`src/hw/rtl/skqt_pkg.sv`:
```
package skqt_pkg;

    typedef enum logic [1:0] {
        S_IDLE,
        S_LOOK,
        S_SCAN,
        S_APPLY
    } state_t;

    typedef enum logic [1:0] {
        KIND_INSERT = 2'd0,
        KIND_SEARCH = 2'd1,
        KIND_UPDATE = 2'd2,
        KIND_UNUSED = 2'd3
    } kind_t;

    typedef enum logic [1:0] {
        ST_OK      = 2'd0,
        ST_DUP     = 2'd1,
        ST_MISSING = 2'd2,
        ST_FULL    = 2'd3
    } status_t;

    localparam int QTY_BITS = 32;

    // per-cycle command broadcast to every cell
    typedef struct packed {
        logic look;  // compare stored key with the request key
        logic ins;   // open a gap and place the new entry
        logic upd;   // rewrite the quantity of the matching cell
    } cell_ctl_t;

endpackage

```
`src/hw/rtl/skqt_cell.sv`:
```
module skqt_cell #(
    parameter int IDX      = 0,
    parameter int KEY_BITS = 16,
    parameter int CNT_W    = 7
) (
    input  logic                                clk,
    input  skqt_pkg::cell_ctl_t                 ctl,
    input  logic [CNT_W-1:0]                    cnt,
    input  logic [KEY_BITS-1:0]                 req_key,
    input  logic signed [skqt_pkg::QTY_BITS-1:0] new_qty,
    input  logic                                prev_lt,
    input  logic [KEY_BITS-1:0]                 left_key,
    input  logic signed [skqt_pkg::QTY_BITS-1:0] left_qty,
    output logic [KEY_BITS-1:0]                 key,
    output logic signed [skqt_pkg::QTY_BITS-1:0] qty,
    output logic                                lt,
    output logic                                eq,
    output logic signed [skqt_pkg::QTY_BITS-1:0] hit_qty
);

    logic [KEY_BITS-1:0]                  key_reg;
    logic signed [skqt_pkg::QTY_BITS-1:0] qty_reg;
    logic                                 lt_reg;
    logic                                 eq_reg;
    logic                                 occupied;

    // a cell holds a live entry when its position is below the fill count
    assign occupied = (cnt > CNT_W'(IDX));

    always_ff @(posedge clk)
    begin
        if (ctl.look)
        begin
            lt_reg <= occupied && (key_reg < req_key);
            eq_reg <= occupied && (key_reg == req_key);
        end
        if (ctl.ins && !lt_reg)
        begin
            // first cell at or above the new key takes it, the rest shift up
            key_reg <= prev_lt ? req_key : left_key;
            qty_reg <= prev_lt ? new_qty : left_qty;
        end
        else if (ctl.upd && eq_reg)
        begin
            qty_reg <= new_qty;
        end
    end

    assign key     = key_reg;
    assign qty     = qty_reg;
    assign lt      = lt_reg;
    assign eq      = eq_reg;
    assign hit_qty = eq_reg ? qty_reg : '0;

endmodule

```
`config.mk`:
```
export PLATFORM = sky130hd
export DESIGN_NAME = skqt_cell
export DESIGN_NICKNAME = d
export VERILOG_FILES = /design/src/hw/rtl/skqt_pkg.sv /design/src/hw/rtl/skqt_cell.sv
export SDC_FILE = /design/constraint.sdc
export NUM_CORES = 1
export LEC_CHECK = 0
export ABC_AREA = 1
export BUFFER_PORTS_ARGS = -buffer_cell sky130_fd_sc_hd__buf_4
export CAP_MARGIN = 20
export CORE_MARGIN = 2
export CORE_UTILIZATION = 35
export CTS_CLUSTER_SIZE = 25
export DETAILED_ROUTE_END_ITERATION = 7
export GPL_TIMING_DRIVEN = 1
export PLACE_DENSITY = 0.67
export SYNTH_ARGS = -nofsm -noshare
export SYNTH_HDL_FRONTEND = slang
export SYNTH_SLANG_ARGS = --single-unit
export TNS_END_PERCENT = 100
```
`constraint.sdc`:
```
create_clock -name clk -period 9.3 [get_ports clk]
set_clock_uncertainty 0.15 [all_clocks]
set_input_delay 0.93 -clock clk [delete_from_list [all_inputs] [get_ports clk]]
set_output_delay 0.93 -clock clk [all_outputs]
set_load 0.02 [all_outputs]
```
==> run metrics, run 1 <==
status=complete, no violations; H-tree levels=2; pin count of the biggest net entering global routing=35; Initial Utilization=between 30% and 40%; routed wire length=about 7500 µm; slew at the pin closest to its max-slew limit=0.975 ns; 1st-iter DRT viols=between 70 and 80; post-route minimum period=about 2.7 ns; post-synthesis sequential area ratio=slightly above 50%; Clk Latency, worst-skew pair=0.30 ns; vias per inst=roughly 4.4; Power Dens Cells=between 100 and 150 nW/µm²; area of the core=8180 µm²; # DRC=0; Async SR Flop Fraction=0%; FP Rows=33; Yosys reg bits=50; class of the most critical setup path=in2reg; PortBufs=about 190; area of the die=about 9000 µm²; initial antenna violation count=0; die height=roughly 95 µm; CTS tree=built; Cells after Synth=280; total CTS buffers=5; Core Util, Final=55.7%; startpoint types=primary input; synth cell count leaders=nand2_1 (75), inv_1 (59), edfxtp_1 (50); first drt pass iteration count=4; Post-synth top flop=edfxtp_1; Post-synth EDFFs=50; critical path data required time=a little over 9 ns; top cell type's share of synthesized area=51.3%; Final Setup Violations=0; worst vdd ir=between 0.00007 and 0.00008 V; first-pass GRT wire length=roughly 11000 µm; relative max-transition margin=around a third; Max Cap Violations=0; max-slew violations=0; RSZ-0062 raised after global routing=false; Synth area leaders=edfxtp_1 (51%), mux2_4 (15%), nand2_1 (9.6%), inv_1 (7.6%), ha_1 (6.8%); clock slew at reported path FFs=around 0.09 ns; top-count cell post-synth=nand2_1; worst path arrival time=~2.7 ns; GPL Wtd Cong=around 0.75; TNS Setup=0 ns; drt wl/cell=~13 µm; Detail Placement HPWL=roughly 6000 µm; GRT Residual Overflow=0; clk sinks=50; fin crit share=between 20 and 30%; Hold Path Class=in2reg; root buf cell=clkbuf_8; static leakage=about 2.5 nW; Antenna diodes=0; postcts setup bufs=0; Largest register FFs=32; Hold Buf Count CTS=0; final hold vios=0; mapped cell area=between 2000 and 3000 µm²; layout cell share with drive strength beyond 1=a little under 50%; crit path max fanout=32; GRT Total Usage=between 15 and 20%; worst-case clock buffer depth=2; Yosys cell types=15; Avg Cell Area, Syn=roughly 10 µm²; post-route ant nets=0; Post-Syn Nets=~400; synth warn=0; f_max=between 300 and 400 MHz; Layout area overhead=55.5%; Final nets=591; # IOs=190; CP Capture Type=register; Via Count=2514; Yosys top cell by area=edfxtp_1; vias in the first global route=2312; die width=95.5 µm; post-CTS sizing=0
cell families (layout without fill, tap and decap cells):
| family | count (synthesis) | after routing | synth area share [%] |
|---|---|---|---|
| flops | 50 | 50 | 51.3 |
| fa+ha+maj | 16 | 16 | 6.83 |
| buf+inv | 69 | 257 | 9.61 |
| compound gates | 22 | 22 | 3.84 |
| simple gates | 91 | 91 | 12.3 |
| mux | 32 | 32 | 16.1 |
per-layer routing:
| metal | routed length [µm] | part of all wire, % | track usage, % |
|---|---|---|---|
| met5 | 0 | 0 | 0 |
| met4 | 99 | 1.3 | 4.64 |
| met3 | 549 | 7.3 | 3.08 |
| met2 | 4110 | 55 | 30.8 |
| met1 | 2760 | 37 | 16.0 |
stage by stage:
step,cells,total power [W],worst slack (ns),hold WS (ns),cell area [µm²]
after floorplan,280,0.000357,5.41,0.678,2930
after global placement,564,0.000428,6.29,0.688,4430
after detailed placement,564,0.000431,6.23,0.690,4430
after CTS,572,0.000583,6.38,0.677,4540
after global routing,573,0.000605,6.43,0.676,4560
final,573,0.000579,6.56,0.687,4560
cell usage in the layout (no fill, tap or decap), drive strengths merged:
master and instances:
a21o 1, a21oi 5, buf 190, bufinv 1, clkbuf 6, clkinvlp 1, edfxtp 50, ha 16
inv 59, mux2 32, nand2 76, nand3 3, nor2 12, o21ai 16
worst paths after layout:
path | end | depth (start not counted) | from | slack, ns
max | qty[7]$_DFFE_PP_ | 4 | prev_lt | 6.56
min | eq$_DFFE_PP_ | 1 | ctl[2] | 0.69
max reg2reg | qty[7]$_DFFE_PP_ | 3 | lt$_DFFE_PP_ | 6.98
min reg2reg | key[11]$_DFFE_PP_ | 1 | lt$_DFFE_PP_ | 0.70
critical path: stages:
cell and delay [ns]:
buf_4 0.11, inv_1 0.62, nand2_4 0.52, mux2_4 0.44
where the power goes:
group | switching (W) | internal [W]
clock | 0.0000738 | 0.0000804
combinational | 0.0000688 | 0.0000788
sequential | 0.00000909 | 0.000268
area by class of cell:
cell class,count,area [µm²]
Fill cell,720,3620
Timing Repair Buffer,190,1430
Clock buffer,6,72.6
Tap cell,105,131
Inverter,59,221
Sequential cell,50,1500
Clock inverter,2,37.5
Multi-Input combinational cell,161,1160
(Power assumes the default switching activity.)
==> run 2: changes to the inputs <==
--- a/config.mk
+++ b/config.mk
@@ -13,7 +13,7 @@
 export CTS_CLUSTER_SIZE = 25
 export DETAILED_ROUTE_END_ITERATION = 7
 export GPL_TIMING_DRIVEN = 1
-export PLACE_DENSITY = 0.67
+export PLACE_DENSITY = 0.7
 export SYNTH_ARGS = -nofsm -noshare
 export SYNTH_HDL_FRONTEND = slang
 export SYNTH_SLANG_ARGS = --single-unit
==> constraint.sdc (replaced) <==
create_clock -name clk -period 2.5 [get_ports clk]
set_clock_uncertainty 0.15 [all_clocks]
set_input_delay 0.25 -clock clk [delete_from_list [all_inputs] [get_ports clk]]
set_output_delay 0.25 -clock clk [all_outputs]
set_load 0.02 [all_outputs]
==> run metrics, run 2 (synthesized netlist as in run 1, its figures left out) <==
die height=95.5 µm (unchanged); area of the die=9120 µm² (unchanged); FF-to-FF setup slack=0.67 ns (-6.31 ns); commonest non-fill, non-tap cell in the layout=buf_4; # DRC=0 (unchanged); PortBufs=189 (unchanged); area of the core=8180 µm² (unchanged); root buf cell=clkbuf_8; final hold vios=0 (unchanged); first drt pass iteration count=5 (+1); GRT Total Usage=16.1% (+0.66 points); total CTS buffers=5 (unchanged); RSZ-0062 raised after global routing=false; Largest register FFs=32 (unchanged); H-tree levels=2 (unchanged); clock slew at reported path FFs=0.08 ns (about the same); PnR worst setup slack=0.675 ns (-5.88 ns); worst vdd ir=0.000236 V (+230%); slew at the pin closest to its max-slew limit=0.605 ns (-0.370 ns); Layout area overhead=55.9%; Hold Crit Depth=3 (+2); 1st-iter DRT viols=49 (-31%); Core Util, Final=55.9% (+0.14 points); worst-case clock buffer depth=2 (unchanged); routed wire length=7690 µm (+2.3%); Hold EP=key[0]$_DFFE_PP_; static leakage=2.53 nW (+0.51%); Hold Path Class=in2reg; status=complete, no violations; # IOs=190 (unchanged); initial antenna violation count=0 (unchanged); most frequent cells in the layout=buf_4 (193), nand2_1 (75), inv_1 (59); Min-Delay Startpoint=left_key[0]; pin count of the biggest net entering global routing=33 (-5.7%); critical path data required time=2.39 ns (-6.82 ns); class of the most critical setup path=reg2reg; Max Cap Violations=0 (unchanged); Power Dens Cells=446 nW/µm² (+250%); Hold Buf Count CTS=0 (unchanged); Reg-to-Reg End=qty[30]$_DFFE_PP_; startpoint types=register; vias per inst=4.41 (+0.45%); max-slew violations=0 (unchanged); Clk Latency, worst-skew pair=0.30 ns (about the same); pre-CTS setup slack=0.634 ns (-5.59 ns); drt wl/cell=13.3 µm (+1.6%); Antenna diodes=0 (unchanged); FP Rows=33 (unchanged); fin crit share=around three quarters; relative max-transition margin=59.7% (+25 points); f_max=548 MHz; post-route ant nets=0 (unchanged); Critical R2R Launch=lt$_DFFE_PP_; crit path max fanout=32 (unchanged); Final Setup Violations=0 (unchanged); postcts setup bufs=0 (unchanged); Final nets=596 (+0.85%); first-pass GRT wire length=11300 µm (+4.7%); Via Count=2543 (+1.2%); GRT Residual Overflow=0 (unchanged); layout cell share with drive strength beyond 1=49.6% (about the same); CTS tree=built; worst path arrival time=1.72 ns (-0.93 ns); Detail Placement HPWL=6350 µm (+6.1%); reg2reg path depth=3 (unchanged); GPL Wtd Cong=0.760 (+0.68%); vias in the first global route=2504 (+8.3%); Initial Utilization=35.8% (unchanged); post-CTS sizing=0 (unchanged); die width=95.5 µm (unchanged); TNS Setup=0 ns (unchanged); CP Capture Type=register; clk sinks=50 (unchanged); post-route minimum period=around 1.8 ns
## run 2: how the worst max path moves through the flow
stage                 start                 to  slack [ns]  cells past startpoint
2_1_floorplan  lt$_DFFE_PP_   qty[0]$_DFFE_PP_        0.48                      1
3_3_place_gp         ctl[1]   qty[0]$_DFFE_PP_        0.68                      5
3_5_place_dp         ctl[1]  qty[31]$_DFFE_PP_        0.63                      5
4_1_cts        lt$_DFFE_PP_  qty[20]$_DFFE_PP_        0.65                      3
5_1_grt        lt$_DFFE_PP_  qty[10]$_DFFE_PP_        0.59                      3
6_report       lt$_DFFE_PP_  qty[30]$_DFFE_PP_        0.67                      3
## run 2: area by class of cell
cell class                      instances  area (µm²)
Clock buffer                            7        76.3
Fill cell                             743        3610
Inverter                               59         221
Multi-Input combinational cell        161        1160
Sequential cell                        50        1500
Tap cell                              105         131
Timing Repair Buffer                  195        1480
## run 2: metrics by stage
stage | hold slack [ns] | instance area (µm²) | total power (W) | cells
after floorplan | 0.212 | 2930 | 0.00133 | 280
after global placement | 0.311 | 4480 | 0.00160 | 569
after detailed placement | 0.311 | 4480 | 0.00162 | 569
after CTS | 0.00284 | 4560 | 0.00206 | 576
after global routing | 0.0662 | 4570 | 0.00214 | 577
final | 0.0679 | 4570 | 0.00204 | 577
## run 2: routing by layer
metal  part of all wire (%)  track usage, %  vias up
met5                      0               0        -
met4                    2.0            6.31        0
met3                    7.0            3.56       14
met2                     55            31.3      106
met1                     36            16.5     1146
li1                       -               -     1277
## run 2: critical path, stage by stage (launching register included)
cell	delay, ns
edfxtp_1	0.48
nor2_4	0.18
nand2_4	0.32
mux2_4	0.42
## run 2: power breakdown
group          leakage (nW)  switching [W]  internal, W
Clock                0.0383       0.000249     0.000193
Combinational          2.02       0.000264     0.000302
Sequential            0.476      0.0000317     0.000996
Total                  2.53       0.000545      0.00149
